===== config.mk =====
export PLATFORM = sky130hd
export DESIGN_NAME = swrc_ctrl
export DESIGN_NICKNAME = d
export VERILOG_FILES = /design/src/design/swrc_pkg.sv /design/src/design/swrc_ctrl.sv
export SDC_FILE = /design/constraint.sdc
export NUM_CORES = 1
export LEC_CHECK = 0
export ABC_AREA = 1
export BUFFER_PORTS_ARGS = -buffer_cell sky130_fd_sc_hd__buf_2
export CAP_MARGIN = 30
export CORE_AREA = 2 2 39 41
export CTS_BUF_LIST = sky130_fd_sc_hd__clkbuf_16
export DETAILED_ROUTE_END_ITERATION = 7
export DIE_AREA = 0 0 41 43
export GPL_ROUTABILITY_DRIVEN = 0
export PLACE_DENSITY_LB_ADDON = 0.2
export SLEW_MARGIN = 20
export SYNTH_ARGS = -nofsm -noshare
export SYNTH_HDL_FRONTEND = slang
export SYNTH_SLANG_ARGS = --single-unit

===== constraint.sdc =====
create_clock -name clk -period 1.8 [get_ports clk]
set_input_delay 0.36 -clock clk [delete_from_list [all_inputs] [get_ports clk]]
set_output_delay 0.36 -clock clk [all_outputs]
set_load 0.02 [all_outputs]

===== src/design/swrc_pkg.sv =====
// Shared types, codes and constants for the sliding-window event rate counter.
package swrc_pkg;

  localparam int BUCKETS_DEF = 60;
  localparam int MODE_W      = 2;
  localparam int SEC_W       = 32;
  localparam int CNT_W       = 32;
  localparam int TOTAL_W     = 64;
  localparam int RECENT_W    = 38;

  localparam logic [MODE_W-1:0] MODE_LOG    = 2'd0;
  localparam logic [MODE_W-1:0] MODE_FLUSH  = 2'd1;
  localparam logic [MODE_W-1:0] MODE_QUERY  = 2'd2;
  localparam logic [MODE_W-1:0] MODE_UNUSED = 2'd3;

  typedef enum logic [2:0] {
    S_IDLE,
    S_MUL,
    S_IDX,
    S_RD,
    S_WR,
    S_SCAN,
    S_DRAIN,
    S_DONE
  } state_t;

  typedef struct packed {
    logic load;      // transaction accepted
    logic mul;       // reciprocal multiply of the second
    logic idx;       // form bucket index
    logic ev_rd;     // read bucket for a log event
    logic ev_wr;     // write back updated bucket
    logic scan_rd;   // read next bucket of the window scan
    logic out_load;  // capture query result
  } cmd_t;

  typedef struct packed {
    logic [MODE_W-1:0] in_mode;
    logic              scan_last;
    logic              out_free;
  } status_t;

endpackage


===== src/design/swrc_ctrl.sv =====
// Controller state machine: sequences log updates and window scans.
module swrc_ctrl (
  input  logic              clk,
  input  logic              rst,
  input  logic              in_valid,
  output logic              in_ready,
  input  swrc_pkg::status_t status,
  output swrc_pkg::cmd_t    cmd
);

  swrc_pkg::state_t state;
  swrc_pkg::state_t state_next;

  always_ff @(posedge clk) begin
    if (rst) begin
      state <= swrc_pkg::S_IDLE;
    end else begin
      state <= state_next;
    end
  end

  always_comb begin
    state_next = state;
    cmd        = '0;
    in_ready   = 1'b0;
    unique case (state)
      swrc_pkg::S_IDLE: begin
        in_ready = 1'b1;
        if (in_valid) begin
          cmd.load = 1'b1;
          unique case (status.in_mode)
            swrc_pkg::MODE_LOG:   state_next = swrc_pkg::S_MUL;
            swrc_pkg::MODE_QUERY: state_next = swrc_pkg::S_SCAN;
            default:              state_next = swrc_pkg::S_IDLE;
          endcase
        end
      end
      swrc_pkg::S_MUL: begin
        cmd.mul    = 1'b1;
        state_next = swrc_pkg::S_IDX;
      end
      swrc_pkg::S_IDX: begin
        cmd.idx    = 1'b1;
        state_next = swrc_pkg::S_RD;
      end
      swrc_pkg::S_RD: begin
        cmd.ev_rd  = 1'b1;
        state_next = swrc_pkg::S_WR;
      end
      swrc_pkg::S_WR: begin
        cmd.ev_wr  = 1'b1;
        state_next = swrc_pkg::S_IDLE;
      end
      swrc_pkg::S_SCAN: begin
        cmd.scan_rd = 1'b1;
        if (status.scan_last) begin
          state_next = swrc_pkg::S_DRAIN;
        end
      end
      swrc_pkg::S_DRAIN: begin
        state_next = swrc_pkg::S_DONE;
      end
      swrc_pkg::S_DONE: begin
        if (status.out_free) begin
          cmd.out_load = 1'b1;
          state_next   = swrc_pkg::S_IDLE;
        end
      end
      default: begin
        state_next = swrc_pkg::S_IDLE;
      end
    endcase
  end

endmodule


==> results of run 1 <==
## path summary, 6_finish.rpt
| path | end | slack [ns] | cells past startpoint |
|---|---|---|---|
| hold / removal | state[1] | 0.41 | 4 |
| setup / recovery | cmd[0] | 0.18 | 3 |
| hold reg to reg | state[1] | 0.71 | 3 |
| setup reg to reg | state[2] | 0.72 | 7 |
## per-stage QoR
| stage | hold WS [ns] | power [mW] |
|---|---|---|
| global placement | 0.642 | 0.562 |
| global route | 0.428 | 0.972 |
| CTS | 0.413 | 0.905 |
| floorplan | 0.543 | 0.465 |
| finish | 0.409 | 0.894 |
| detailed placement | 0.643 | 0.556 |
## metal layers
layer  vias up  wire length [um]  share of wire
met5         -                 0              0
met3         5                44          0.069
met1       120               317           0.50
met4         0                33          0.052
li1        175                 -              -
met2        14               243           0.38
## critical path, cell delays in order (launching register included)
cell and delay, ns:
dfxtp_1 0.42, inv_2 0.12, nor4_1 0.29, buf_2 0.21
## power groups by stage
stage | Sequential [mW] | Clock [mW] | Combinational (mW)
floorplan | 0.128 | 0 | 0.338
finish | 0.153 | 0.344 | 0.397
global placement | 0.153 | 0 | 0.409
global route | 0.167 | 0.360 | 0.445
detailed placement | 0.155 | 0 | 0.402
CTS | 0.153 | 0.349 | 0.403
## cell type report
cell class / instances / area, um^2
fill: 160 / 967
multi-input combinational: 30 / 146
clock buffer: 3 / 75.1
timing repair buffer: 14 / 70.1
sequential: 3 / 60.1
inverter: 11 / 41.3
tap: 16 / 20.0
clock inverter: 1 / 3.75
## cell families after synthesis
logic type / Yosys count / share of synthesized area
buffers and inverters: 12 / 0.203
AO/OA/AOI/OAI: 1 / 0.0193
AND/OR/NAND/NOR: 29 / 0.546
flip-flops: 3 / 0.232
## cell usage in the layout, fill, tap and decap left out
cell       synthesis  layout
dfxtp_1            3       3
nand3_1            3       3
nor3_1             1       1
nand4_1            3       3
nand2_1            6       6
inv_2              2       2
nor4_1             1       1
clkbuf_16          0       3
nor2_2             1       1
o21ai_1            1       1
inv_1              9      10
nand2_2            1       1
buf_2              0      14
nor2_1            11      11
nand3_2            2       2
==> results.txt, run 1 <==
- Result of the run: completed
* Internal power: 0.517 mW
- Ranked by total cell area, the synthesized netlist is headed by dfxtp_1 23%, nor2_1 16%, inv_1 13%.
* Power dissipated by switching net loads: 0.377 mW
- Placed cell area: approximately 340 um^2
* Fraction of final layout cells with drive strength greater than 1: 0.371
- VDD IR max: about 0.58 mV
- Based on the critical path, the design can be clocked at up to about 620 MHz.
- Launch instance of the worst register-to-register path: state[0]
- Switching power as a share of total power: 0.421
- TritonRoute pass-1 iters: 3
- Once placement completed, the tool counted placed cells totaling 74.
* Hold Fails Final Rpt: 0
- The share of total power dissipated in the clock network is 0.385.
* CORE AREA: 1380 um^2
- Once routing completed, OpenROAD measured the worst setup slack at between 0.15 and 0.2 ns.
- Compared with the post-synthesis result, the final layout area differs by 60.9%.
- Setup repair after global routing left no endpoint under its margin.
- The floorplan step defined a die boundary enclosing 1760 um^2.
- Total of max-cap violations: 0
- Grt peak-use layer: met4
- Wire length of the first global-routing pass: 1060 um
- Among all flip-flop cells after synthesis, the most frequent one is dfxtp_1.
- During I/O placement, the number of pins put on the boundary was 15.
- Gates resized during post-CTS repair numbered 0.
- Clock skew on the completed layout was measured at about 0.0010 ns.
* Static power due to leakage: between 0.2 and 0.3 nW
- Register area share after synthesis: 0.232
- For this run, the total global-route usage over all layers was measured as 0.0983.
- Largest net degree at the start of global routing: 9
* Total Wirelength: 637 um
- The die is 41 um wide.
* Via count of the first global-routing pass: between 200 and 300
- The number of pins exceeding their max-slew limit in the final report came to 0.
- Cell Area, Synth: 259 um^2
* Count of cell types in the netlist: 14
- Crit-path max FO: 7
* Top cells by count, synth: 11 x nor2_1, 9 x inv_1, 6 x nand2_1
* Vias/cell: between 4 and 5
- Clock tree from TritonCTS: built
* Violation count after the first detailed-route iteration: 2
- Relative slew margins: 0.814
- In the final layout, the registers with the most flip-flops are state (3).
- Once detail routing completed, the nets flagged for antenna violations numbered 0.
- Leading cell type by number of instances after synthesis: nor2_1
- The tree built by TritonCTS fans out to 3 sinks.
- 0 antenna diodes ended up in the layout.
* Max FFs per register: 3
* Async set-reset flop share out of synthesis: 0
* Worst path arrival time: 1.26 ns
- GRT met2 Usage: 0.109
* H-tree depth reported by CTS: 1
- Input and output buffers added on the ports amount to 14.
- Dividing total power by cell area gives a power density of 2150 nW/um^2.
* Number of flops mapped to enable cells by yosys: 0
- Layout Nets: 70
- The later pin in the worst-skew pair is clocked with a latency of 0.22 ns.
* Clock buffer depth: 2
- The die is 43 um tall.
* Final Cycle Share: 0.902
- Setup violations remaining at the end of the flow were counted as 0.
- The worst setup path is launched from a register.
- Row generation in the floorplan step produced 14 rows.
* Total CTS buffers: 3
- DR vias: ~310
- The worst setup path is captured at an output pin.
* Avg Cell Area, Syn: around 5.8 um^2
- Synthesis inferred 3 register bits.
- For met3 alone, demand over resource in global routing was 0.0471.
- Clock slew at the register clock pins of the worst setup and hold paths: 0.03 ns
- The worst hold path begins at rst.
- For the worst setup path, the data required time is between 1 and 1.5 ns.
* Critical Path Start: state[2]
- The synthesized design spends more area on one cell type than any other, namely dfxtp_1.
* Leftover overflow at the end of global routing: 0
- Yosys top cell area share: 0.232
- Post-route DRC violation count: 0
* Average routed wire per standard cell: about 8 um
* Count of warnings emitted by yosys: 0
* CTS Root Cell: clkbuf_16
- Post-placement worst setup slack: roughly 0.44 ns
* Class of the tightest hold or removal check: input port to register
* Worst Tran Pin Value: 0.278 ns
- Share of total power in combinational logic: 0.444
- Post-layout minimum cycle time: 1.62 ns
* Path type of the worst setup path: register to output pin
- Number of nets in the synthesized netlist: 52
- Most flops, register: state
- Instance count of the mapped netlist: 45
- Once the clock tree was built, the setup fixing pass inserted 0 buffers.
- Initial Util: 0.187
* Count of non-filler cells in the finished layout: 78
- For this run, global-route usage on met1 was measured as 0.115.
- With fillers left out, the area of the finished cells amounts to around 420 um^2.
* Initial antenna violation count: 0
* Share of the core filled with cells: 0.301
- Once detailed placement completed, the half-perimeter wirelength came to roughly 500 um.
- The share of total power dissipated in sequential elements is 0.171.
* Number of hold buffers added after cts: 0
- For the final routed database, the setup TNS stands at 0 ns.
Note: power is estimated with default switching activity, not from simulation.
==> inputs of run 2 (changes only) <==
MAX_ROUTING_LAYER = met4   (was default)
==> results.txt, run 2 (synthesized netlist as in run 1, its figures left out) <==
* Post-route DRC violation count: 0 (unchanged)
* H-tree depth reported by CTS: 1 (unchanged)
- Maximum clock frequency: 617 MHz (+0.10%)
* Wire length of the first global-routing pass: 1060 um (unchanged)
- The number of flip-flops under the largest register name came to 3 (unchanged).
* Worst Tran Pin Value: 0.282 ns (+0.00429 ns)
* Setup Buffers After CTS: 0 (unchanged)
- Initial antenna violation count: 0 (unchanged)
- The number of pins exceeding their max-slew limit in the final report was 0 (unchanged).
- The number of ports placed on the die boundary came to 15 (unchanged).
- The cell count after placement was 74 (unchanged).
* Most common cell after layout, fill and taps aside: buf_2
- The CTS sink count was 3 (unchanged).
* RSZ-0062 raised after global routing: false
* CORE AREA: 1380 um^2 (unchanged)
* R2r worst-path depth: 7 (unchanged)
- Static power due to leakage: 0.264 nW (unchanged)
- Critical Path Source Type: register
* Leftover overflow at the end of global routing: 0 (unchanged)
- Layout Nets: 70 (unchanged)
- The setup TNS was 0 ns (unchanged).
- The clock-pin slew reported for the worst setup and hold paths after clock tree synthesis was 0.03 ns (about the same).
- The total of cells resized after clock tree synthesis came to 0 (unchanged).
- The hold violation total from the final report came to 0 (unchanged).
- The full die area is 1760 um^2 (unchanged).
- The remaining antenna violation count was 0 (unchanged).
- Clock tree from TritonCTS: built
- The worst relative slew slack was 0.811 (-0.00286).
* Fillcell total: 160 (unchanged)
* DIE WIDTH: 41 um (unchanged)
- Switching power as a share of total power: 0.421 (about the same)
* Regs by FF count: state (3)
* Result of the run: completed
* # rows: 14 (unchanged)
- Initial Util: 0.187 (unchanged)
- The total of endpoints with negative setup slack in the final report came to 0 (unchanged).
- Walking the worst path, the cells encountered are inv_2, nor4_1, buf_2.
* Delay contributed by the slowest stage of the critical path: 0.42 ns (about the same)
- Final Cycle Share: 0.901 (-0.000917)
- Via count of the first global-routing pass: 271 (-0.37%)
- Kind of cell adding the most delay to the critical path: flip-flops
- The number of non-filler instances in the completed layout was 78 (unchanged).
- The internal power summed over all cells is 0.517 mW (about the same).
* TritonRoute pass-1 iters: 3 (unchanged)
- The number of buffer and inverter instances along the worst setup path is 2 (unchanged).
- The overall track demand over capacity in global routing is 0.101 (+0.00242).
* Layout-stage area growth over the synthesis result: 60.9% (unchanged)
- The final routed wire length divided by cell count came to 8.21 um (+0.47%).
- The combinational share of power came to 0.444 (about the same).
- The pin count of the biggest net entering global routing is 9 (unchanged).
- Power Dens Cells: 2140 nW/um^2 (about the same)
- Clock buffer depth: 2 (unchanged)
- The average via count per standard cell was 3.96 (-1.6%).
- Path type of the worst setup path: register to output pin
- The sequential share of power came to 0.172 (about the same).
- Clock tree synthesis selected as its root buffer the cell clkbuf_16.
- Crit-path max FO: 7 (unchanged)
- The count of antenna diodes in the layout was 0 (unchanged).
* Number of buffers added on ports: 14 (unchanged)
- The signal arrival time at the worst endpoint is 1.26 ns (about the same).
- Slowest cell on the critical path: dfxtp_1
- Total Wirelength: 640 um (+0.47%)
- VDD IR max: 0.574 mV (-0.20%)
- Worst Hold Depth: 4 (unchanged)
- The shortest period the worst path allows was 1.62 ns (-0.00165 ns).
- Clock latency on the worst-skew pair: 0.22 ns (about the same)
- The overall die height is 43 um (unchanged).
- DR vias: 309 (-1.6%)
- The fraction of layout cells with a size suffix above 1 came to 0.371 (unchanged).
- Critical Path End Type: output pin
- The TritonCTS buffer count came to 3 (unchanged).
- The max-cap violation count was 0 (unchanged).
- Power dissipated by switching net loads: 0.376 mW (-0.16%)
- Class of the tightest hold or removal check: input port to register
* Largest clock skew in the final design: 0.000723 ns (-0.000317 ns)
- The fraction of power consumed by the clock network is 0.384 (about the same).
- Counting flops per register, the top entry is state.
- The number of hold buffers added after CTS came to 0 (unchanged).
* Most frequent cells in the layout: 14 x buf_2, 11 x nor2_1, 10 x inv_1, 6 x nand2_1
- Violation count after the first detailed-route iteration: 2 (unchanged)
- The path length in cells of the critical path came to 3 (unchanged).
* DPL Wire Length: 514 um (unchanged)
- The worst path required time is 1.44 ns (about the same).
==> run 2: area by class of cell <==
type | instances | area, um^2 | share of cell area
Clock inverter | 1 | 3.75 | 0.00901
Sequential cell | 3 | 60.1 | 0.144
Clock buffer | 3 | 75.1 | 0.180
Timing Repair Buffer | 14 | 70.1 | 0.168
Inverter | 11 | 41.3 | 0.0991
Multi-Input combinational cell | 30 | 146 | 0.351
Tap cell | 16 | 20.0 | 0.0480
==> run 2: power by group through the flow <==
stage | Sequential, mW | Clock (mW) | Combinational [mW]
finish | 0.153 | 0.343 | 0.397
CTS | 0.153 | 0.349 | 0.403
detailed placement | 0.155 | 0 | 0.402
global placement | 0.153 | 0 | 0.409
global route | 0.167 | 0.360 | 0.445
floorplan | 0.128 | 0 | 0.338
==> run 2: final timing paths <==
check	from	to	slack, ns
hold reg to reg	state[2]	state[1]	0.71
setup reg to reg	state[0]	state[2]	0.72
setup / recovery	state[2]	cmd[0]	0.18
hold / removal	rst	state[1]	0.41
==> run 2: worst min-delay path: cells and delay by family <==
family                 cells  cell delay [ns]
and+or+nand+nor            2             0.11
buffers and inverters      2             0.11
==> run 2: metal layers <==
| layer | global-route usage | vias up | share of wire |
|---|---|---|---|
| li1 | - | 175 | - |
| met1 | 0.115 | 119 | 0.50 |
| met2 | 0.109 | 13 | 0.39 |
| met3 | 0.0471 | 2 | 0.070 |
| met4 | 0.120 | 0 | 0.034 |
| met5 | - | - | 0 |
==> run 2: stage by stage <==
stage / worst slack (ns) / area, um^2 / hold slack, ns / power (mW) / util
CTS: 0.196 / 417 / 0.413 / 0.905 / 0.301
global route: 0.107 / 417 / 0.428 / 0.972 / 0.301
detailed placement: 0.438 / 338 / 0.643 / 0.556 / 0.244
global placement: 0.464 / 338 / 0.642 / 0.562 / 0.244
floorplan: 0.228 / 259 / 0.543 / 0.465 / -
finish: 0.179 / 417 / 0.410 / 0.893 / 0.301
==> inputs of run 3 (changes only) <==
ABC_AREA = default   (was 1)
==> results.txt, run 3 <==
- Initial antenna violation count: 0 (unchanged)
- The count of flip-flops with a built-in enable after synthesis is 0 (unchanged).
- The worst-margin pin slew came to 0.460 ns (+0.178 ns).
* Count of warnings emitted by yosys: 0 (unchanged)
* Flip-flop and latch count after synthesis: 3 (unchanged)
- Top flip-flop cell by instance count after synthesis: dfxtp_1
- Count of cell types in the netlist: 20 (+6)
- Of all cell types, the one taking the most synthesized area is dfxtp_1.
- The count of standard-cell rows is 14 (unchanged).
- The worst setup path is captured at an output pin.
- The deepest clock path buffer count was 2 (unchanged).
- DIE WIDTH: 41 um (unchanged)
- The worst register-to-register path ends at state[2].
- The clock-pin slew reported for the worst setup and hold paths after clock tree synthesis was 0.03 ns (about the same).
- Hold Fails Final Rpt: 0 (unchanged)
* Leftover overflow at the end of global routing: 0 (unchanged)
- The maximum level of the CTS H-tree came to 1 (unchanged).
- The number of standard cells after synthesis was 33 (-27%).
- Routed Antenna Nets: 0 (unchanged)
- The overall die height was 43 um (unchanged).
- Total Wirelength: 705 um (+10%)
- Clk sinks: 3 (unchanged)
- Cell Area, Synth: 263 um^2 (+1.4%)
* End of the worst hold path: state[2]
- Top cells by count, synth: 3 x dfxtp_1, 3 x nand2_1, 3 x nor2_1, 3 x nor3b_1
- The number of violations reported at the end of detailed-routing iteration 0 came to 5 (+3).
* Clock latency on the worst-skew pair: 0.22 ns (about the same)
- Vias/cell: 4.50 (+14%)
* All-layer global routing usage: 0.0996 (-0.00113)
* Via count of the first global-routing pass: 263 (-3.0%)
- Die outline area: 1760 um^2 (unchanged)
* Total of max-cap violations: 0 (unchanged)
- Detailed-routed wire length on met2: 302 um (+20%)
* Path type of the worst setup path: register to output pin
- The number of iterations in the first detailed-routing pass was 2 (-1).
- Maximum clock frequency: 609 MHz (-1.2%)
- Most common cell after layout, fill and taps aside: buf_2
- The maximum clock skew at final layout is 0.00126 ns (+0.000532 ns).
* Yosys top cell area share: 0.229 (-0.00331)
* Final TNS setup: 0 ns (unchanged)
- Post-route DRC violation count: 0 (unchanged)
- Number of hold buffers added after cts: 0 (unchanged)
- Final Max Tran Viols: 0 (unchanged)
* Setup Buffers After CTS: 0 (unchanged)
* Power Dens Cells: 1360 nW/um^2 (-36%)
- The number of nets produced by synthesis was 40 (-23%).
- Worst path arrival time: 1.28 ns (+0.02 ns)
- The number of ports placed on the die boundary came to 15 (unchanged).
- The logic depth of the worst register-to-register path was 3 (-4).
* Highest metal layer with signal wires: met3
- Total inserted antenna cells: 0 (unchanged)
* DPL Wire Length: 479 um (-6.8%)
* Initial Util: 0.190 (+0.00271)
- Regs by FF count: state (3)
- Ranked by flip-flop count, first place goes to state.
- Async set-reset flop share out of synthesis: 0 (unchanged)
- The leakage power came to 0.177 nW (-33%).
- Setup repair after global routing left no endpoint under its margin.
* Largest net degree at the start of global routing: 16 (+7)
- Metal3 WL: 39 um (-13%)
* VDD IR max: 0.345 mV (-40%)
* Fraction of final layout cells with drive strength greater than 1: 0.375 (+0.00403)
* Result of the run: completed
- Critical Path Source Type: register
- Max FFs per register: 3 (unchanged)
- Avg Cell Area, Syn: 7.96 um^2 (+38%)
- TritonCTS built the clock tree.
- Wire length of the first global-routing pass: 1140 um (+7.2%)
* Relative slew margins: 0.690 (-0.121)
- Post-layout minimum cycle time: 1.64 ns (+0.0199 ns)
* Crit-path max FO: 10 (+3)
* Number of buffers added on ports: 14 (unchanged)
- The worst register-to-register path begins at state[1].
- The count of vias placed by the detailed router is 288 (-6.8%).
* Synth area leaders: dfxtp_1 23%, buf_6 8.6%, nor3b_1 8.6%
- The total power of the final layout came to 0.539 mW (-40%).
- The share of the yosys chip area belonging to registers was 0.229 (-0.00331).
- The worst hold path belongs to the class input port to register.
- The worst path required time is 1.44 ns (about the same).
- The area of the core was 1380 um^2 (unchanged).
- Metal-1 WL: 363 um (+13%)
- The root buffer cell chosen for the clock tree is clkbuf_16.
* Worst hold start: rst
- Final Cycle Share: 0.912 (+0.0111)
- Setup slack of the worst register-to-register path: 0.31 ns (-0.41 ns)
- Count of cells resized by post-cts repair: 0 (unchanged)
* Total CTS buffers: 3 (unchanged)
- Worst Hold Depth: 2 (-2)
- Final setup violation count: 0 (unchanged)
* Layout Nets: 56 (-20%)
* Layout-stage area growth over the synthesis result: 50.5%
- The final routed wire length divided by cell count is 11.0 um (+34%).
==> run 3: worst max-delay path by stage <==
| stage | from | endpoint | slack, ns | cells past startpoint |
|---|---|---|---|---|
| 2_1_floorplan | state[2] | cmd[6] | 0.09 | 3 |
| 3_3_place_gp | state[1] | state[2] | 0.33 | 3 |
| 3_5_place_dp | state[1] | state[2] | 0.32 | 3 |
| 4_1_cts | state[0] | cmd[1] | 0.16 | 3 |
| 5_1_grt | state[0] | cmd[1] | 0.05 | 3 |
| 6_report | state[0] | cmd[1] | 0.16 | 3 |
==> run 3: layer usage <==
layer,up-vias,track usage
li1,147,-
met1,131,0.144
met2,10,0.106
met3,0,0.0314
met4,0,0.0800
met5,-,-
==> run 3: logic make-up after synthesis <==
group | synth area share
compound gates | 0.252
flops | 0.229
buf+inv | 0.167
xor+xnor | 0.0333
simple gates | 0.319
==> run 3: final cells by class <==
| type | instances | area, um^2 |
|---|---|---|
| clock buffer | 3 | 75.1 |
| fill | 157 | 988 |
| timing repair buffer | 14 | 70.1 |
| tap | 16 | 20.0 |
| multi-input combinational | 25 | 159 |
| sequential | 3 | 60.1 |
| clock inverter | 1 | 3.75 |
| inverter | 2 | 7.51 |
==> run 3: where the power goes <==
group          total, mW  internal, mW  leakage [nW]  switching [mW]
combinational     0.0902        0.0403         0.110          0.0499
sequential        0.0973        0.0740        0.0246          0.0232
clock              0.351         0.287        0.0423          0.0644
total              0.539         0.401         0.177           0.138
==> run 3: worst max-delay path, stage by stage, from the launching register on <==
cell and delay (ns):
dfxtp_1 0.53, inv_1 0.16, nor3b_1 0.19, buf_2 0.19
==> run 3: through the flow <==
stage | util | cell area (um^2) | instances | worst slack [ns] | hold slack [ns]
after global routing | 0.286 | 395 | 64 | 0.0474 | 0.352
final | 0.286 | 395 | 64 | 0.159 | 0.341
after CTS | 0.286 | 395 | 64 | 0.165 | 0.345
after detailed placement | 0.229 | 317 | 60 | 0.319 | 0.580
after global placement | 0.229 | 317 | 60 | 0.334 | 0.580
after floorplan | - | 263 | 33 | 0.0930 | 0.429
